[src/sv/pdb_pkg.sv]
`default_nettype none
package pdb_pkg;

  localparam int ByteWidth  = 8;
  localparam int NibWidth   = 4;
  localparam int ValueWidth = 32;
  localparam int AddrWidth  = 3;
  localparam int DataWidth  = 32;

  // Largest contribution of one byte is 9*10+9 = 99, which fits in 7 bits.
  localparam int AddendWidth = 7;

  localparam int QueueDepth = 4;

  localparam logic [ByteWidth-1:0] BlankReset = 8'h40;

  localparam logic [NibWidth-1:0] SignNeg  = 4'hD;
  localparam logic [NibWidth-1:0] SignPos  = 4'hC;
  localparam logic [NibWidth-1:0] SignUns  = 4'hF;
  localparam logic [NibWidth-1:0] MaxDigit = 4'd9;

  // Register index of blank_code on the configuration port.
  localparam logic RegBlankCode = 1'b0;

  // One classified byte as it travels from the front to the back.
  typedef struct packed {
    logic                   last;
    logic [AddendWidth-1:0] addend;
    logic                   negate;
    logic                   sign_err;
    logic                   hi_err;
    logic                   lo_err;
    logic                   blank;
  } pdb_op_t;

endpackage
`default_nettype wire

[src/sv/pdb_if.sv]
`default_nettype none
interface pdb_byte_if;
  logic                           valid;
  logic                           ready;
  logic [pdb_pkg::ByteWidth-1:0]  data_byte;
  logic                           last_byte;

  modport source (output valid, output data_byte, output last_byte, input ready);
  modport sink   (input valid, input data_byte, input last_byte, output ready);
endinterface

interface pdb_result_if;
  logic                                 valid;
  logic                                 ready;
  logic signed [pdb_pkg::ValueWidth-1:0] value;
  logic                                 was_blank;
  logic                                 high_digit_error;
  logic                                 low_digit_error;
  logic                                 sign_error;

  modport source (output valid, output value, output was_blank, output high_digit_error,
                  output low_digit_error, output sign_error, input ready);
  modport sink   (input valid, input value, input was_blank, input high_digit_error,
                  input low_digit_error, input sign_error, output ready);
endinterface
`default_nettype wire

[src/sv/packed_decimal_to_binary.sv]
// Packed-decimal (COMP-3) field to 32-bit binary converter.
//
// field_bytes takes one byte of the field per transfer, high nibble first,
// with last_byte set on the final byte (digit plus sign nibble). results
// carries one item per field: the signed value wrapped modulo 2^32, a blank
// flag and the digit and sign error flags.
//
// A byte is classified as it is accepted and placed in a four-entry queue;
// the accumulator stage takes one entry per cycle, holding a final byte
// while a result is still pending, and loads the output register on the
// final byte. The block sustains one byte per cycle while results does not
// stall, limited by the single multiply-add of the accumulator stage.
//
// When results stalls, the accumulator keeps absorbing non-final bytes of the
// next field and stops at its final byte; the queue then fills and
// field_bytes.ready falls. Reset empties the queue, drops a pending result,
// clears the field state and sets blank_code to 0x40. blank_code is written
// over the APB port at address 0 and must only change while the block is idle.
`default_nettype none
module packed_decimal_to_binary #(
  parameter int FifoDepth = pdb_pkg::QueueDepth
) (
  input  wire logic                          clk,
  input  wire logic                          rst,
  pdb_byte_if.sink                           field_bytes,
  pdb_result_if.source                       results,
  input  wire logic                          psel,
  input  wire logic                          penable,
  input  wire logic                          pwrite,
  input  wire logic [pdb_pkg::AddrWidth-1:0] paddr,
  input  wire logic [pdb_pkg::DataWidth-1:0] pwdata,
  output logic      [pdb_pkg::DataWidth-1:0] prdata,
  output logic                               pready
);
  import pdb_pkg::*;

  logic [ByteWidth-1:0] blank_code;
  logic                 reg_sel;
  logic                 push;
  logic                 pop;
  logic                 full;
  logic                 empty;
  pdb_op_t              push_op;
  pdb_op_t              head_op;

  assign pready  = 1'b1;
  assign reg_sel = paddr[AddrWidth-1];
  assign prdata  = (reg_sel == RegBlankCode) ? DataWidth'(blank_code) : '0;

  always_ff @(posedge clk) begin
    if (rst) begin
      blank_code <= BlankReset;
    end else if (psel && penable && pwrite && pready && (reg_sel == RegBlankCode)) begin
      blank_code <= pwdata[ByteWidth-1:0];
    end
  end

  pdb_front u_front (
    .field_bytes (field_bytes),
    .blank_code  (blank_code),
    .full        (full),
    .push        (push),
    .op          (push_op)
  );

  pdb_fifo #(
    .Depth (FifoDepth)
  ) u_fifo (
    .clk     (clk),
    .rst     (rst),
    .push    (push),
    .push_op (push_op),
    .pop     (pop),
    .head_op (head_op),
    .full    (full),
    .empty   (empty)
  );

  pdb_back u_back (
    .clk     (clk),
    .rst     (rst),
    .head_op (head_op),
    .empty   (empty),
    .pop     (pop),
    .results (results)
  );

endmodule
`default_nettype wire

[src/sv/pdb_front.sv]
`default_nettype none
module pdb_front (
  pdb_byte_if.sink                      field_bytes,
  input  wire logic [pdb_pkg::ByteWidth-1:0] blank_code,
  input  wire logic                     full,
  output logic                          push,
  output pdb_pkg::pdb_op_t              op
);
  import pdb_pkg::*;

  logic [NibWidth-1:0]    hi;
  logic [NibWidth-1:0]    lo;
  logic                   hi_ok;
  logic                   lo_ok;
  logic [AddendWidth-1:0] hi_part;
  logic [AddendWidth-1:0] lo_part;

  assign field_bytes.ready = !full;
  assign push = field_bytes.valid && !full;

  always_comb begin
    hi      = field_bytes.data_byte[ByteWidth-1:NibWidth];
    lo      = field_bytes.data_byte[NibWidth-1:0];
    hi_ok   = (hi <= MaxDigit);
    lo_ok   = (lo <= MaxDigit);
    hi_part = '0;
    lo_part = '0;

    op.last  = field_bytes.last_byte;
    op.blank = (field_bytes.data_byte == '0) || (field_bytes.data_byte == blank_code);
    op.hi_err = !hi_ok;

    if (field_bytes.last_byte) begin
      // The final byte carries one digit and the sign nibble.
      if (hi_ok) begin
        hi_part = AddendWidth'(hi);
      end
      op.addend   = hi_part;
      op.lo_err   = 1'b0;
      op.negate   = (lo == SignNeg);
      op.sign_err = !(lo inside {SignPos, SignNeg, SignUns});
    end else begin
      if (hi_ok) begin
        hi_part = AddendWidth'({hi, 3'b000}) + AddendWidth'({hi, 1'b0});
      end
      if (lo_ok) begin
        lo_part = AddendWidth'(lo);
      end
      op.addend   = hi_part + lo_part;
      op.lo_err   = !lo_ok;
      op.negate   = 1'b0;
      op.sign_err = 1'b0;
    end
  end

endmodule
`default_nettype wire

[src/sv/pdb_fifo.sv]
`default_nettype none
module pdb_fifo #(
  parameter int Depth = pdb_pkg::QueueDepth
) (
  input  wire logic             clk,
  input  wire logic             rst,
  input  wire logic             push,
  input  wire pdb_pkg::pdb_op_t push_op,
  input  wire logic             pop,
  output pdb_pkg::pdb_op_t      head_op,
  output logic                  full,
  output logic                  empty
);
  import pdb_pkg::*;

  localparam int PtrWidth = (Depth > 1) ? $clog2(Depth) : 1;
  localparam int CntWidth = $clog2(Depth + 1);

  pdb_op_t             entries [Depth];
  logic [PtrWidth-1:0] wr_ptr;
  logic [PtrWidth-1:0] rd_ptr;
  logic [CntWidth-1:0] count;

  function automatic logic [PtrWidth-1:0] ptr_inc(input logic [PtrWidth-1:0] p);
    logic [PtrWidth-1:0] r;
    if (p == PtrWidth'(Depth - 1)) begin
      r = '0;
    end else begin
      r = p + 1'b1;
    end
    return r;
  endfunction

  assign full    = (count == CntWidth'(Depth));
  assign empty   = (count == '0);
  assign head_op = entries[rd_ptr];

  always_ff @(posedge clk) begin
    if (rst) begin
      wr_ptr <= '0;
      rd_ptr <= '0;
      count  <= '0;
    end else begin
      if (push) begin
        wr_ptr <= ptr_inc(wr_ptr);
      end
      if (pop) begin
        rd_ptr <= ptr_inc(rd_ptr);
      end
      if (push && !pop) begin
        count <= count + 1'b1;
      end else if (pop && !push) begin
        count <= count - 1'b1;
      end
    end
  end

  always_ff @(posedge clk) begin
    if (push) begin
      entries[wr_ptr] <= push_op;
    end
  end

  a_pop_nonempty: assert property (@(posedge clk) disable iff (rst) pop |-> !empty)
    else $error("queue popped while empty");
  a_push_notfull: assert property (@(posedge clk) disable iff (rst) push |-> !full)
    else $error("queue pushed while full");
  a_count_track: assert property (@(posedge clk) disable iff (rst)
    (push && !pop) |=> count == $past(count) + 1'b1)
    else $error("queue count lost a push");

endmodule
`default_nettype wire

[src/sv/pdb_back.sv]
`default_nettype none
module pdb_back (
  input  wire logic              clk,
  input  wire logic              rst,
  input  wire pdb_pkg::pdb_op_t  head_op,
  input  wire logic              empty,
  output logic                   pop,
  pdb_result_if.source           results
);
  import pdb_pkg::*;

  logic [ValueWidth-1:0] acc;
  logic                  all_blank;
  logic                  hi_seen;
  logic                  lo_seen;
  logic                  out_valid;

  logic [ValueWidth-1:0] scaled;
  logic [ValueWidth-1:0] sum;
  logic [ValueWidth-1:0] final_val;
  logic                  blank_now;

  // A non-final byte only touches the accumulator; a final byte needs the output register.
  assign pop = !empty && (!head_op.last || !out_valid || results.ready);
  assign results.valid = out_valid;

  always_comb begin
    if (head_op.last) begin
      scaled = (acc << 3) + (acc << 1);
    end else begin
      scaled = (acc << 6) + (acc << 5) + (acc << 2);
    end
    sum       = scaled + ValueWidth'(head_op.addend);
    final_val = head_op.negate ? (~sum + 1'b1) : sum;
    blank_now = all_blank && head_op.blank;
  end

  always_ff @(posedge clk) begin
    if (rst) begin
      acc       <= '0;
      all_blank <= 1'b1;
      hi_seen   <= 1'b0;
      lo_seen   <= 1'b0;
      out_valid <= 1'b0;
    end else begin
      if (pop && head_op.last) begin
        out_valid <= 1'b1;
      end else if (out_valid && results.ready) begin
        out_valid <= 1'b0;
      end
      if (pop) begin
        if (head_op.last) begin
          if (blank_now) begin
            results.value            <= '0;
            results.was_blank        <= 1'b1;
            results.high_digit_error <= 1'b0;
            results.low_digit_error  <= 1'b0;
            results.sign_error       <= 1'b0;
          end else begin
            results.value            <= final_val;
            results.was_blank        <= 1'b0;
            results.high_digit_error <= hi_seen || head_op.hi_err;
            results.low_digit_error  <= lo_seen;
            results.sign_error       <= head_op.sign_err;
          end
          acc       <= '0;
          all_blank <= 1'b1;
          hi_seen   <= 1'b0;
          lo_seen   <= 1'b0;
        end else begin
          acc       <= sum;
          all_blank <= blank_now;
          hi_seen   <= hi_seen || head_op.hi_err;
          lo_seen   <= lo_seen || head_op.lo_err;
        end
      end
    end
  end

  a_field_cleared: assert property (@(posedge clk) disable iff (rst)
    (pop && head_op.last) |=> (acc == '0) && all_blank && !hi_seen && !lo_seen)
    else $error("field state not cleared after the final byte");
  a_blank_clean: assert property (@(posedge clk) disable iff (rst)
    (out_valid && results.was_blank) |-> (results.value == '0) &&
      !results.high_digit_error && !results.low_digit_error && !results.sign_error)
    else $error("blank field result carries a value or a flag");
  a_no_overwrite: assert property (@(posedge clk) disable iff (rst)
    (out_valid && !results.ready) |-> !(pop && head_op.last))
    else $error("final byte overwrote a pending result");

endmodule
`default_nettype wire
[src/flat_wrapper.sv]
// flat-port wrapper written by rule: the top's interface ports become plain ports
module packed_decimal_to_binary_flat import pdb_pkg::*;
#(
  parameter int FifoDepth = pdb_pkg::QueueDepth
)
  (clk, rst, psel, penable, pwrite, paddr, pwdata, prdata, pready, field_bytes_valid, field_bytes_data_byte, field_bytes_last_byte, field_bytes_ready, results_valid, results_value, results_was_blank, results_high_digit_error, results_low_digit_error, results_sign_error, results_ready);
  pdb_byte_if field_bytes_i ();
  pdb_result_if results_i ();
  input  wire logic clk;
  input  wire logic rst;
  input  wire logic psel;
  input  wire logic penable;
  input  wire logic pwrite;
  input  wire logic [pdb_pkg::AddrWidth-1:0] paddr;
  input  wire logic [pdb_pkg::DataWidth-1:0] pwdata;
  output logic      [pdb_pkg::DataWidth-1:0] prdata;
  output logic pready;
  input wire logic [$bits(field_bytes_i.valid)-1:0] field_bytes_valid;
  input wire logic [$bits(field_bytes_i.data_byte)-1:0] field_bytes_data_byte;
  input wire logic [$bits(field_bytes_i.last_byte)-1:0] field_bytes_last_byte;
  output wire logic [$bits(field_bytes_i.ready)-1:0] field_bytes_ready;
  output wire logic [$bits(results_i.valid)-1:0] results_valid;
  output wire logic [$bits(results_i.value)-1:0] results_value;
  output wire logic [$bits(results_i.was_blank)-1:0] results_was_blank;
  output wire logic [$bits(results_i.high_digit_error)-1:0] results_high_digit_error;
  output wire logic [$bits(results_i.low_digit_error)-1:0] results_low_digit_error;
  output wire logic [$bits(results_i.sign_error)-1:0] results_sign_error;
  input wire logic [$bits(results_i.ready)-1:0] results_ready;
  assign field_bytes_i.valid = field_bytes_valid;
  assign field_bytes_i.data_byte = field_bytes_data_byte;
  assign field_bytes_i.last_byte = field_bytes_last_byte;
  assign field_bytes_ready = field_bytes_i.ready;
  assign results_valid = results_i.valid;
  assign results_value = results_i.value;
  assign results_was_blank = results_i.was_blank;
  assign results_high_digit_error = results_i.high_digit_error;
  assign results_low_digit_error = results_i.low_digit_error;
  assign results_sign_error = results_i.sign_error;
  assign results_i.ready = results_ready;
  packed_decimal_to_binary #(.FifoDepth(FifoDepth)) u_core (.clk(clk), .rst(rst), .field_bytes(field_bytes_i), .results(results_i), .psel(psel), .penable(penable), .pwrite(pwrite), .paddr(paddr), .pwdata(pwdata), .prdata(prdata), .pready(pready));
endmodule
[config.mk]
export PLATFORM = sky130hd
export DESIGN_NAME = packed_decimal_to_binary_flat
export DESIGN_NICKNAME = d
export VERILOG_FILES = /design/src/sv/pdb_pkg.sv /design/src/sv/pdb_if.sv /design/src/sv/packed_decimal_to_binary.sv /design/src/sv/pdb_front.sv /design/src/sv/pdb_fifo.sv /design/src/sv/pdb_back.sv /design/src/flat_wrapper.sv
export SDC_FILE = /design/constraint.sdc
export NUM_CORES = 1
export LEC_CHECK = 0
export ABC_AREA = 0
export ABC_CLOCK_PERIOD_IN_PS = 5790
export BUFFER_PORTS_ARGS = -buffer_cell sky130_fd_sc_hd__buf_2
export CORE_MARGIN = 10
export CORE_UTILIZATION = 40
export DETAILED_ROUTE_END_ITERATION = 8
export PLACE_DENSITY = 0.6
export SKIP_LAST_GASP = 1
export SYNTH_ARGS = -nofsm -noshare
export SYNTH_HDL_FRONTEND = slang
export SYNTH_SLANG_ARGS = --single-unit
[constraint.sdc]
create_clock -name clk -period 5.79 [get_ports clk]
set_clock_uncertainty 0.2 [all_clocks]
set_input_delay 1.737 -clock clk [delete_from_list [all_inputs] [get_ports clk]]
set_output_delay 1.737 -clock clk [all_outputs]
set_load 0.05 [all_outputs]
* Word-level counts from Yosys, hierarchy flattened *
Memory sizes are Yosys's and may differ from the RTL's. A register that Yosys moved wholly into a read port is not among the register bits.
Cells that the tools add are included.

cells by class
  eq/ne operators = 7
  add/subtract/negate cells = 11
  magnitude comparators = 2
  bitwise gates (word level) = 3
  reduce and logical (&&, ||, !) cells = 30
  multiplexer cells = 25

operators with widths
  operator               count
  $add 32x32->32         3
  $mux 32                2
  $add 32x1->32 const B  1
  $add 32x7->32          1
  $not 32->32            1
  $mux 31                1
  $mux 7                 3
  $eq 4x4->1 const B     3
  $logic_and 1x1->1      10
  $logic_not 1->1        9
  $mux 1                 9
  $mux 9                 1
  $eq 8x8->1             1
  $le 4x4->1 const B     2
  $logic_not 8->1        1
  $mux 2                 4
  $mux 4                 2
  $mux 8                 1
  $add 7x5->7            1
  $add 7x7->7            1
  $mux 3                 2
  $logic_or 1x1->1       5
  $add 2x1->2 const B    2
  $eq 2x2->1 const B     2
  8 further kinds        10

word-level totals
  word-level logic and storage cells = 93
  memories = 1
  register bits = 86
  output and inout port bits = 71
  bits of input ports = 51
  RAM bits = 52

memories
  name                   depth  bits a word  read ports  clocked after memory_dff  write ports  line            RTL
  u_core.u_fifo.entries  4      13           1           1                         1            pdb_fifo.sv:19  pdb_op_t entries [Depth];

* Logic depth before layout (Yosys ltp) *
Gate-level depths: netlist (run 1).

  word-level depth = 7
  depth in mapped cells = 25
  mapped depth without buffers = 18

* Cells and area by module *
Synthesis (run 1) repeated with hierarchy kept, for this count alone.

second synthesis, totals
  cell total of the unflattened synthesis = 1268
  area total of the unflattened synthesis = 11861.4 um2

by module, submodules not included
  module                    area an instance (um2)  cells each  instances
  pdb_back                  8413.1                  1018        1
  pdb_fifo                  2322.2                  111         1
  packed_decimal_to_binary  625.6                   70          1
  pdb_front                 500.5                   69          1

* Least setup slack after synthesis (run 1) *
OpenSTA, ideal clock, no wires.

  path kind = register -> register
  start point = register with a tool-made name
  end point = register u_core.u_back.results.value[30], data pin
  arrival time = 5.537 ns
  path slack = -0.214 ns
  setup time = 0.267 ns
  stages on the path, launching flop included = 26
  cell sequence = dfxtp_1 > buf_6 > mux2i_1 > mux2_2 > buf_2 > clkbuf_1 > buf_1 > clkbuf_1 > clkbuf_1 > nand2_1 > o21ai_0 > inv_1 > fa_1 > inv_1 > a21o_1 > a21oi_1 > o21a_1 > clkbuf_1 > nor4_2 > nand3_2 > or3_4 > o31a_1 > nor4_4 > nand4_2 > nor4b_1 > a211oi_1

RTL lines
  element               line            RTL
  end signal, assigned  pdb_back.sv:60  results.value <= final_val;
  end, declared         pdb_if.sv:21    modport source (output valid, output value, output was_blank, output high_digit_error,

* Worst setup path in the final report (run 1) *
  start point = register u_core.u_back.acc[1]
  end point = register u_core.u_back.results.value[30], data pin

between the ends
  word-level cells in the longest chain between the ends = 7
  elaborated cells on any way between the ends = 8

RTL lines
  element                      line            RTL
  start, declared              pdb_back.sv:12  logic [ValueWidth-1:0] acc;
  start signal, assigned       pdb_back.sv:71  acc <= sum;
  $add 32x32->32 (2 in a row)  pdb_back.sv:31  scaled = (acc << 6) + (acc << 5) + (acc << 2);
  $mux 32 *                    pdb_back.sv:28  if (head_op.last) begin
  $add 32x7->32 *              pdb_back.sv:33  sum = scaled + ValueWidth'(head_op.addend);
  $not 32->32                  pdb_back.sv:34  final_val = head_op.negate ? (~sum + 1'b1) : sum;
  $add 32x1->32                pdb_back.sv:34
  $mux 32 *                    pdb_back.sv:34

Every way passes the cells marked *; elsewhere a longest branch is shown, timed or not.
A chain may end at the register's enable or synchronous reset.

==> results of run 1 <==
[worst max-delay path: stages, from the launching register on]
cell	delay, ns
sky130_fd_sc_hd__dfxtp_1	0.40
sky130_fd_sc_hd__fa_1	0.54
sky130_fd_sc_hd__ha_1	0.17
sky130_fd_sc_hd__inv_1	0.06
sky130_fd_sc_hd__fa_1	0.40
sky130_fd_sc_hd__nand2b_1	0.20
sky130_fd_sc_hd__a2111o_1	0.43
sky130_fd_sc_hd__and3b_4	0.24
sky130_fd_sc_hd__xnor2_2	0.14
sky130_fd_sc_hd__a211oi_2	0.16
sky130_fd_sc_hd__a211o_4	0.41
sky130_fd_sc_hd__or3_4	0.43
sky130_fd_sc_hd__o31a_1	0.34
sky130_fd_sc_hd__nor4_4	0.47
sky130_fd_sc_hd__nand4_2	0.20
sky130_fd_sc_hd__a211o_1	0.33
sky130_fd_sc_hd__a211oi_1	0.20
[through the flow]
stage / area, um2 / setup WS (ns) / std cells / utilization, % / hold WS, ns
finish: 13000 / 0.271 / 1770 / 45.3 / 0.268
global route: 13000 / 0.00538 / 1770 / 45.3 / 0.294
CTS: 13000 / 0.289 / 1768 / 45.2 / 0.266
detailed placement: 12400 / 0.344 / 1737 / 43.3 / 0.253
global placement: 12400 / 0.389 / 1737 / 43.3 / 0.256
floorplan: 11800 / 0.0225 / 1330 / - / 0.240
[flip-flops by register name (all words and copies together), names as in the netlist, named ones only]
| name | count |
|---|---|
| u_core.u_fifo.count | 3 |
| u_core.u_back.results.was_blank | 1 |
| u_core.u_back.hi_seen | 1 |
| u_core.u_fifo.entries | 52 |
| u_core.u_back.results.sign_error | 1 |
| u_core.u_back.lo_seen | 1 |
| u_core.u_back.all_blank | 1 |
| u_core.u_fifo.rd_ptr | 2 |
| u_core.u_fifo.wr_ptr | 2 |
| u_core.u_back.results.value | 32 |
| u_core.u_back.results.high_digit_error | 1 |
| u_core.u_back.results.low_digit_error | 1 |
| u_core.blank_code | 8 |
| u_core.u_back.results.valid | 1 |
| u_core.u_back.acc | 31 |
[Yosys cell counts, drive strengths merged, types with 21 or more instances]
cell type  number  area (um2)
inv            45         169
nor2          124         465
nand3          36         185
buf            37         254
nand2         141         529
a31oi          25         156
a21o           23         173
clkbuf         38         143
dfxtp          52        1040
ha             73         913
nor3           29         166
a21oi         114         578
xor2           36         315
edfxtp         88        2640
fa             31         621
xnor2          52         463
o21ai          70         350
a211oi         21         180
[final cells by class]
cell class | instances | area, um2 | area share, %
Clock buffer | 17 | 425 | 3.27
Timing Repair Buffer | 100 | 576 | 4.42
Clock inverter | 14 | 123 | 0.941
Sequential cell | 140 | 3680 | 28.3
Tap cell | 384 | 480 | 3.69
Multi-Input combinational cell | 1070 | 7570 | 58.1
Inverter | 45 | 169 | 1.30
[timing repair]
item / CTS / global route
endpoints found under the setup margin: 0 / 5
resized for setup: 0 / 4
buffers inserted: 0 / 2
[worst min-delay path by stage]
| stage | to | slack [ns] | depth (start not counted) |
|---|---|---|---|
| after global placement | u_core.u_back.all_blank$_SDFFE_PP1P_ | 0.26 | 2 |
| after detailed placement | u_core.u_back.all_blank$_SDFFE_PP1P_ | 0.25 | 2 |
| after floorplan | u_core.u_back.all_blank$_SDFFE_PP1P_ | 0.24 | 2 |
| final | u_core.u_back.all_blank$_SDFFE_PP1P_ | 0.27 | 2 |
| after global routing | register | 0.29 | 2 |
| after CTS | u_core.u_back.all_blank$_SDFFE_PP1P_ | 0.27 | 2 |
[layout by cell type (no fill, tap or decap), types with 18 or more instances in the layout]
cell type and count:
sky130_fd_sc_hd__xnor2_1 51, sky130_fd_sc_hd__a31oi_1 25, sky130_fd_sc_hd__xor2_1 36, sky130_fd_sc_hd__nand3_1 35, sky130_fd_sc_hd__buf_2 70, sky130_fd_sc_hd__o21ai_0 63, sky130_fd_sc_hd__a21oi_1 112, sky130_fd_sc_hd__nor2_1 123
sky130_fd_sc_hd__nand2_1 141, sky130_fd_sc_hd__a211oi_1 18, sky130_fd_sc_hd__edfxtp_1 88, sky130_fd_sc_hd__inv_1 45, sky130_fd_sc_hd__a21o_1 23, sky130_fd_sc_hd__dfxtp_1 51, sky130_fd_sc_hd__ha_1 73, sky130_fd_sc_hd__nor3_1 26
sky130_fd_sc_hd__buf_4 30, sky130_fd_sc_hd__fa_1 31, sky130_fd_sc_hd__conb_1 25
[logic make-up after synthesis]
group	after synthesis	share of synthesized area [%]
flops	140	31.5
other cells	2	0.0642
xor+xnor	88	6.65
fa+ha+maj	104	13.1
buf+inv	120	4.83
simple gates	463	19.7
mux	31	3.89
compound gates	359	20.2
[power by group through the flow]
stage	clock network (mW)	registers (mW)	logic [mW]
final	1.07	1.54	3.84
after floorplan	0	1.80	2.69
after CTS	1.09	1.54	3.87
after global placement	0	1.56	3.80
after detailed placement	0	1.56	3.86
after global routing	1.13	1.56	4.28
[layer usage]
| metal | part of all wire (%) | track usage, % | vias to the layer above |
|---|---|---|---|
| met5 | 0 | 0 | - |
| met1 | 43 | 20.1 | 4754 |
| met3 | 2.1 | 2.00 | 39 |
| met4 | 2.4 | 5.66 | 0 |
| met2 | 52 | 31.6 | 159 |
| li1 | - | - | 4909 |
==> parameters.txt, run 1 <==
Parameter                              Value

Synth
  Number of synthesized flops with an enable pin    88
  Main flop type after synthesis    sky130_fd_sc_hd__edfxtp_1
  Summed instance area of the synthesized netlist    around 12000 um2
  Proportion of synthesized flip-flops having asynchronous set or reset    0%
  Register bit count reported by yosys    140
  Post-synthesis area per instance    8.95 um2
  Count of warnings emitted by yosys    0
  Sequential cell area fraction in the yosys report    31.5%
  Synth unique cells    90
  Synthesized netlist cell count    1307

Detailed routing
  Router iterations before antenna repair    5
  Drt wl/cell    17.6 um
  Total number of vias    9861
  Violation count after the first detailed-route iteration    551
  Wire length reported by the detailed router    31.2 mm
  Remaining design rule violation count    0
  Count of nets left with antenna violations after detail routing    0
  Vias/cell    5.57

GRT
  Via count of the first global-routing pass    9881
  Largest net degree at the start of global routing    52
  First-pass GRT wire length    51.1 mm
  GRT Residual Overflow    0
  Total global-route track usage    17.2%
  Initial antenna violation count    0

Floorplanning
  Core Box Area    28800 um2
  Rows    62
  Die W    191 um
  Die Y    191 um
  I/O pin count    122
  Die outline area    36500 um2
  Effective utilization at floorplan    40.6%

Timing
  Max Fclk    181 MHz
  Worst-Margin Slew    1.12 ns
  Final-report max-slew violation count    0
  Final min period    between 5 and 6 ns
  Unrepaired setup endpoints after global routing    no
  Setup_tns    0 ns
  Final-report setup violation count    0
  Ratio of final minimum period to clock period    95.3%
  Relative slew slack    25.6%
  Count of endpoints failing hold in the final timing report    0

Clock tree
  Clock root buffer master    sky130_fd_sc_hd__clkbuf_16
  CTS tree    yes
  # clock sinks    140
  Clock latency reported for the late side of the worst-skew pair    0.43 ns
  Number of buffers inserted during clock tree synthesis    17
  Hold buffer count at cts    0
  CTS clock-pin slew for the worst setup and hold paths    0.07 ns
  Maximum buffer depth of the clock tree    2
  Clock H-tree levels    4

Power and ir drop
  Switching pwr    3.19 mW
  Power per standard cell area    495 nW/um2
  Clock Power Share    about 17%
  Leakage    5.17 nW
  Internal cell power    3.25 mW
  Comb power frac    between 50% and 60%
  Switching share of total power    49.5%
  Worst voltage drop across the vdd grid    0.263 mV
  Power share of the sequential group    23.9%
  Overall power after layout    ~6.4 mW

Layout
  Area growth syn-to-layout    11.4%
  Layout cells sized above 1    12.8%
  Layout Nets    1529
  Fill cells    about 2900
  Antenna Cells    0

Worst setup path
  Crit path launch type    register
  Data required time at the worst endpoint    around 5.8 ns
  CP max FO    8
  Worst reg2reg path startpoint    u_core.u_back.acc[1]$_SDFFE_PP0P_
  CP Capture Point    u_core.u_back.results.value[30]$_SDFFCE_PP0P_
  Data arrival time of the critical path    approximately 5.6 ns
  Crit Path Class    register to register
  Worst R2R End    u_core.u_back.results.value[30]$_SDFFCE_PP0P_
  Type of element capturing the critical path    register
  R2R depth    16
  Launch point of the critical path    u_core.u_back.acc[1]$_SDFFE_PP0P_
  FF-to-FF setup slack    between 0.2 and 0.3 ns

Place
  Weighted congestion reported at the end of routability-driven placement    0.908
  Total half-perimeter wirelength after legalization and detailed placement    24.3 mm
  # port buffers    70

Hold path
  Min-delay src    u_core.u_back.all_blank$_SDFFE_PP1P_
  Class of the tightest hold or removal check    register to register

Job
  Max_cap viols    0

Run status
  Outcome    finished, final reports clean
Note: power is estimated with default switching activity, not from simulation.
==> run 2: changes to the inputs <==
Settings changed: MAX_ROUTING_LAYER set to met4.
==> run 2 against run 1 <==
  * Cell count is the same
  * Die area is the same
  * Global-route usage grew 0.49 points
  * Worst setup slack gained 0.0027 ns
  * Critical path type unchanged
  * Critical endpoint unchanged
  * Largest power group unchanged
==> parameters.txt, run 2 (same netlist as run 1, synthesis figures left out) <==
Parameter                              Value

Worst setup path
  CP max-delay cell    sky130_fd_sc_hd__fa_1 (unchanged)
  Kind of cell with the highest combined delay on the critical path    compound AO/OA/AOI/OAI gates (unchanged)
  Data required time at the worst endpoint    5.83 ns (about the same)
  FF-to-FF setup slack    0.27 ns (about the same)
  Type of element capturing the critical path    register (unchanged)
  Crit path launch type    register (unchanged)
  Data arrival time of the critical path    5.56 ns (about the same)
  Cells traversed along the worst timing path    fa_1 > ha_1 > inv_1 > fa_1 > nand2b_1 > a2111o_1 > and3b_4 > xnor2_2 > a211oi_2 > a211o_4 > or3_4 > o31a_1 > nor4_4 > nand4_2 > a211o_1 > a211oi_1 (unchanged)
  Maximum single-stage delay on the critical path    0.54 ns (about the same)
  Crit Path Class    register to register (unchanged)
  Worst reg2reg path startpoint    u_core.u_back.acc[1]$_SDFFE_PP0P_ (unchanged)
  Buf+Inv Stages, Crit Path    1 (unchanged)
  Cell repeated most along the worst path    sky130_fd_sc_hd__fa_1 (unchanged)
  CP max FO    8 (unchanged)
  Worst R2R End    u_core.u_back.results.value[30]$_SDFFCE_PP0P_ (unchanged)
  R2R depth    16 (unchanged)

Layout
  Fill cells    2870 (unchanged)
  Antenna Cells    0 (unchanged)
  Top Registers    u_core.u_fifo.entries (52), u_core.u_back.results.value (32), u_core.u_back.acc (31) (unchanged)
  Area growth syn-to-layout    11.4% (unchanged)
  Most frequent standard cell in the layout excluding fill and tap cells    sky130_fd_sc_hd__nand2_1 (unchanged)
  Most frequent cells in the layout    sky130_fd_sc_hd__nand2_1 (141), sky130_fd_sc_hd__nor2_1 (123), sky130_fd_sc_hd__a21oi_1 (112) (unchanged)
  Top reg by flops    u_core.u_fifo.entries (unchanged)
  Post-route cell area    13000 um2 (unchanged)
  Layout Nets    1529 (unchanged)
  Layout cells sized above 1    12.8% (unchanged)
  Max FFs per register    52 (unchanged)

Place
  Total half-perimeter wirelength after legalization and detailed placement    24.3 mm (unchanged)
  # port buffers    70 (unchanged)
  Cell area after placement    12400 um2 (unchanged)
  Weighted congestion reported at the end of routability-driven placement    0.924 (was 0.908)

Clock tree
  Maximum buffer depth of the clock tree    2 (unchanged)
  Clock root buffer master    sky130_fd_sc_hd__clkbuf_16 (unchanged)
  Clock H-tree levels    4 (unchanged)
  Hold buffer count at cts    0 (unchanged)
  CTS tree    yes (unchanged)
  Number of buffers inserted during clock tree synthesis    17 (unchanged)
  Clock latency reported for the late side of the worst-skew pair    0.43 ns (about the same)
  CTS clock-pin slew for the worst setup and hold paths    0.07 ns (about the same)
  # clock sinks    140 (unchanged)

GRT
  GRT Residual Overflow    0 (unchanged)
  Largest net degree at the start of global routing    52 (unchanged)
  Initial antenna violation count    0 (unchanged)
  First-pass GRT wire length    51.1 mm (unchanged)
  Via count of the first global-routing pass    9886 (was 9881)
  Total global-route track usage    17.7% (was 17.2%)

Detailed routing
  Count of nets left with antenna violations after detail routing    0 (unchanged)
  Drt wl/cell    17.7 um (was 17.6 um)
  Violation count after the first detailed-route iteration    525 (was 551)
  Remaining design rule violation count    0 (unchanged)
  Total number of vias    9846 (was 9861)
  Router iterations before antenna repair    5 (unchanged)
  Vias/cell    5.56 (was 5.57)
  Wire length reported by the detailed router    31.3 mm (was 31.2 mm)

Timing
  Count of endpoints failing hold in the final timing report    0 (unchanged)
  Relative slew slack    26.1% (was 25.6%)
  Worst-Margin Slew    1.11 ns (was 1.12 ns)
  Final-report max-slew violation count    0 (unchanged)
  WHS    0.268 ns (about the same)
  Final min period    5.52 ns (about the same)
  Ratio of final minimum period to clock period    95.3% (about the same)
  Unrepaired setup endpoints after global routing    no (unchanged)
  Setup_tns    0 ns (unchanged)
  Max Fclk    181 MHz (about the same)
  Final-report setup violation count    0 (unchanged)

Hold path
  Worst hold path endpoint    u_core.u_back.all_blank$_SDFFE_PP1P_ (unchanged)
  Min-delay src    u_core.u_back.all_blank$_SDFFE_PP1P_ (unchanged)
  Number of cells traversed by the worst hold path    2 (unchanged)
  Class of the tightest hold or removal check    register to register (unchanged)

Power and ir drop
  Leakage    5.17 nW (unchanged)
  Switching share of total power    49.6% (was 49.5%)
  Comb power frac    59.6% (about the same)
  Internal cell power    3.25 mW (about the same)
  Switching pwr    3.20 mW (was 3.19 mW)
  Clock Power Share    16.6% (about the same)
  Worst voltage drop across the vdd grid    0.264 mV (was 0.263 mV)
  Power per standard cell area    495 nW/um2 (about the same)
  Overall power after layout    6.45 mW (was 6.44 mW)
  Power share of the sequential group    23.8% (was 23.9%)

Run status
  Outcome    finished, final reports clean (unchanged)

Floorplanning
  Rows    62 (unchanged)
  Die W    191 um (unchanged)
  Die Y    191 um (unchanged)
  Die outline area    36500 um2 (unchanged)
  I/O pin count    122 (unchanged)
  Effective utilization at floorplan    40.6% (unchanged)
  Core Box Area    28800 um2 (unchanged)

Job
  Max_cap viols    0 (unchanged)
run 2: final cells by class:
| type | instances | area [um2] | share of cell area, % |
|---|---|---|---|
| multi-input cells | 1070 | 7570 | 58.1 |
| repair buffers | 100 | 576 | 4.42 |
| clock inverters | 14 | 123 | 0.941 |
| clock buffers | 17 | 425 | 3.27 |
| well taps | 384 | 480 | 3.69 |
| flip-flops and latches | 140 | 3680 | 28.3 |
| inverters | 45 | 169 | 1.30 |
run 2: worst reg2reg max path: cells and delay by family (launching register included):
| family | cells | cell delay [ns] |
|---|---|---|
| simple gates | 5 | 1.55 |
| fa+ha+maj | 3 | 1.11 |
| flops | 1 | 0.40 |
| buf+inv | 1 | 0.06 |
| xor+xnor | 1 | 0.14 |
| compound gates | 6 | 1.87 |
run 2: metal layers:
metal / vias to the layer above / global-route usage (%) / routed length (um)
li1: 4908 / - / -
met1: 4745 / 20.2 / 13600
met2: 154 / 31.6 / 16300
met3: 39 / 1.90 / 639
met4: 0 / 5.66 / 769
met5: - / - / 0
run 2: per-stage QoR:
| step | instances | setup slack [ns] | util, % |
|---|---|---|---|
| 2_1_floorplan | 1330 | 0.0225 | - |
| 3_3_place_gp | 1737 | 0.389 | 43.3 |
| 6_report | 1770 | 0.273 | 45.3 |
| 3_5_place_dp | 1737 | 0.344 | 43.3 |
| 5_1_grt | 1770 | 0.00552 | 45.3 |
| 4_1_cts | 1768 | 0.289 | 45.2 |
run 2: worst max path at each step:
stage	startpoint	to	slack, ns	cells past startpoint
after CTS	u_core.u_back.acc[1]$_SDFFE_PP0P_	u_core.u_back.results.value[31]$_SDFFCE_PP0P_	0.29	16
final	u_core.u_back.acc[1]$_SDFFE_PP0P_	u_core.u_back.results.value[30]$_SDFFCE_PP0P_	0.27	16
after floorplan	register	u_core.u_back.results.value[30]$_SDFFCE_PP0P_	0.02	25
after detailed placement	u_core.u_back.acc[1]$_SDFFE_PP0P_	u_core.u_back.results.value[30]$_SDFFCE_PP0P_	0.34	16
after global routing	u_core.u_back.acc[4]$_SDFFE_PP0P_	u_core.u_back.results.value[30]$_SDFFCE_PP0P_	0.006	16
after global placement	u_core.u_back.acc[1]$_SDFFE_PP0P_	u_core.u_back.results.value[29]$_SDFFCE_PP0P_	0.39	16
run 2: repair_timing:
action / CTS / global route
gates resized for setup: 0 / 4
setup endpoints to repair: 0 / 5
setup buffers: 0 / 2
hold endpoints to repair: 0 / 0
run 2: power groups by stage:
stage | logic, mW | clock network (mW) | registers, mW
floorplan | 2.69 | 0 | 1.80
global placement | 3.80 | 0 | 1.56
detailed placement | 3.86 | 0 | 1.56
CTS | 3.87 | 1.09 | 1.54
global route | 4.28 | 1.13 | 1.56
finish | 3.84 | 1.07 | 1.54
==> run 3: changes to the inputs <==
Settings changed: CORE_ASPECT_RATIO set to 1.75.
==> run 3 against run 2 <==
  * Global-route usage up 0.78 points
  * Register-to-register slack worse by 0.03 ns
  * Die area up 0.74%
  * Power up 2.2%
==> parameters.txt, run 3 (same netlist as run 1, synthesis figures left out) <==
Parameter                              Value

Power and ir drop
  Switching share of total power    48.6% (was 49.6%)
  Overall power after layout    6.59 mW (was 6.45 mW)
  Internal cell power    3.38 mW (was 3.25 mW)
  Power share of the sequential group    23.2% (was 23.8%)
  Switching pwr    3.20 mW (about the same)
  Clock Power Share    16.9% (was 16.6%)
  Power per standard cell area    503 nW/um2 (was 495 nW/um2)
  Worst voltage drop across the vdd grid    0.310 mV (was 0.264 mV)
  Comb power frac    59.8% (was 59.6%)
  Leakage    5.20 nW (was 5.17 nW)

Layout
  Most frequent standard cell in the layout excluding fill and tap cells    sky130_fd_sc_hd__nand2_1 (unchanged)
  Top Registers    u_core.u_fifo.entries (52), u_core.u_back.results.value (32), u_core.u_back.acc (31) (unchanged)
  Layout Nets    1529 (unchanged)
  Most frequent cells in the layout    sky130_fd_sc_hd__nand2_1 (141), sky130_fd_sc_hd__nor2_1 (123), sky130_fd_sc_hd__a21oi_1 (112) (unchanged)
  Antenna Cells    0 (unchanged)
  Top reg by flops    u_core.u_fifo.entries (unchanged)
  Area growth syn-to-layout    12.0% (was 11.4%)
  Layout cells sized above 1    13.0% (was 12.8%)
  Post-layout util    45.6% (was 45.3%)
  Max FFs per register    52 (unchanged)

Timing
  Final-report setup violation count    0 (unchanged)
  WHS    0.268 ns (about the same)
  Max Fclk    180 MHz (was 181 MHz)
  Final min period    5.54 ns (was 5.52 ns)
  Ratio of final minimum period to clock period    95.8% (was 95.3%)
  Count of endpoints failing hold in the final timing report    0 (unchanged)
  Setup_tns    0 ns (unchanged)
  Unrepaired setup endpoints after global routing    no (unchanged)
  Relative slew slack    21.9% (was 26.1%)
  Worst-Margin Slew    1.17 ns (was 1.11 ns)
  Final-report max-slew violation count    0 (unchanged)

Place
  # port buffers    70 (unchanged)
  Weighted congestion reported at the end of routability-driven placement    0.934 (was 0.924)
  Total half-perimeter wirelength after legalization and detailed placement    26.4 mm (was 24.3 mm)

Job
  Max_cap viols    0 (unchanged)

Clock tree
  Maximum buffer depth of the clock tree    2 (unchanged)
  Number of buffers inserted during clock tree synthesis    17 (unchanged)
  CTS clock-pin slew for the worst setup and hold paths    0.07 ns (about the same)
  # clock sinks    140 (unchanged)
  Hold buffer count at cts    0 (unchanged)
  Clock latency reported for the late side of the worst-skew pair    0.43 ns (about the same)
  CTS tree    yes (unchanged)
  Clock H-tree levels    4 (unchanged)
  Clock root buffer master    sky130_fd_sc_hd__clkbuf_16 (unchanged)

Floorplanning
  I/O pin count    122 (unchanged)
  Die outline area    36800 um2 (was 36500 um2)
  Die Y    246 um (was 191 um)
  Rows    82 (was 62)
  Core Box Area    28700 um2 (was 28800 um2)
  Effective utilization at floorplan    40.7% (was 40.6%)
  Die W    149 um (was 191 um)

Hold path
  Min-delay src    u_core.u_back.all_blank$_SDFFE_PP1P_ (unchanged)
  Class of the tightest hold or removal check    register to register (unchanged)

Detailed routing
  Total number of vias    10100 (was 9846)
  Router iterations before antenna repair    5 (unchanged)
  Drt wl/cell    18.8 um (was 17.7 um)
  Count of nets left with antenna violations after detail routing    0 (unchanged)
  Violation count after the first detailed-route iteration    470 (was 525)
  Remaining design rule violation count    0 (unchanged)
  Wire length reported by the detailed router    33.2 mm (was 31.3 mm)
  Vias/cell    5.70 (was 5.56)

Worst setup path
  Data required time at the worst endpoint    5.86 ns (was 5.83 ns)
  CP max FO    6 (was 8)
  Worst reg2reg path startpoint    u_core.u_back.acc[0]$_SDFFE_PP0P_ (was u_core.u_back.acc[1]$_SDFFE_PP0P_)
  Launch point of the critical path    u_core.u_back.acc[0]$_SDFFE_PP0P_ (was u_core.u_back.acc[1]$_SDFFE_PP0P_)
  Crit path launch type    register (unchanged)
  Data arrival time of the critical path    5.62 ns (was 5.56 ns)
  Crit Path Class    register to register (unchanged)
  Type of element capturing the critical path    register (unchanged)

GRT
  Via count of the first global-routing pass    10200 (was 9886)
  Total global-route track usage    18.4% (was 17.7%)
  GRT Residual Overflow    0 (unchanged)
  First-pass GRT wire length    52.6 mm (was 51.1 mm)
  Initial antenna violation count    0 (unchanged)
  Largest net degree at the start of global routing    51 (was 52)

Run status
  Outcome    finished, final reports clean (unchanged)
[run 3: worst paths after layout]
| check | slack [ns] | endpoint | cells after the start |
|---|---|---|---|
| max reg2reg | 0.25 | u_core.u_back.results.value[31]$_SDFFCE_PP0P_ | 16 |
| min | 0.27 | u_core.u_back.all_blank$_SDFFE_PP1P_ | 2 |
| max | 0.25 | u_core.u_back.results.value[31]$_SDFFCE_PP0P_ | 16 |
| min reg2reg | 0.27 | u_core.u_back.all_blank$_SDFFE_PP1P_ | 2 |
[run 3: layer usage]
metal	share of wire, %	track usage (%)
met5	0	-
met2	56	35.1
met1	38	18.4
met4	2.9	7.27
met3	3.2	2.37
[run 3: power by group through the flow]
stage	Sequential, mW	Combinational (mW)	Clock, mW
4_1_cts	1.53	3.93	1.13
3_3_place_gp	1.55	3.85	0
3_5_place_dp	1.55	3.90	0
6_report	1.53	3.94	1.11
5_1_grt	1.56	4.34	1.17
2_1_floorplan	1.80	2.69	0
[run 3: final cells by class]
class / instances / area [um2]
sequential: 140 / 3680
tap: 378 / 473
fill: 2845 / 15600
inverter: 45 / 169
clock buffer: 23 / 553
multi-input combinational: 1070 / 7590
clock inverter: 9 / 66.3
timing repair buffer: 100 / 576
[run 3: through the flow]
step,cell area [um2],cells,setup WS [ns]
final,13100,1765,0.246
after global routing,13100,1765,0.0152
after CTS,13100,1764,0.167
after detailed placement,12500,1732,0.177
after global placement,12500,1732,0.242
after floorplan,11800,1330,0.0225
[run 3: repair_timing]
action	4_1_cts	5_1_grt
resized for setup	0	4
buffers inserted	0	1
endpoints found under the setup margin	0	3
[run 3: critical path, stage by stage, from the launching register on]
cell and delay [ns]:
sky130_fd_sc_hd__dfxtp_1 0.39, sky130_fd_sc_hd__fa_1 0.57, sky130_fd_sc_hd__ha_1 0.17, sky130_fd_sc_hd__inv_1 0.05, sky130_fd_sc_hd__fa_1 0.39, sky130_fd_sc_hd__nand2b_1 0.21
sky130_fd_sc_hd__a2111o_1 0.48, sky130_fd_sc_hd__a311oi_1 0.49, sky130_fd_sc_hd__a2111oi_0 0.17, sky130_fd_sc_hd__mux2i_1 0.15, sky130_fd_sc_hd__a211oi_1 0.39, sky130_fd_sc_hd__a21boi_1 0.32
sky130_fd_sc_hd__nand3b_1 0.23, sky130_fd_sc_hd__or4b_1 0.62, sky130_fd_sc_hd__a221oi_1 0.30, sky130_fd_sc_hd__nand4bb_1 0.14, sky130_fd_sc_hd__o211ai_1 0.11
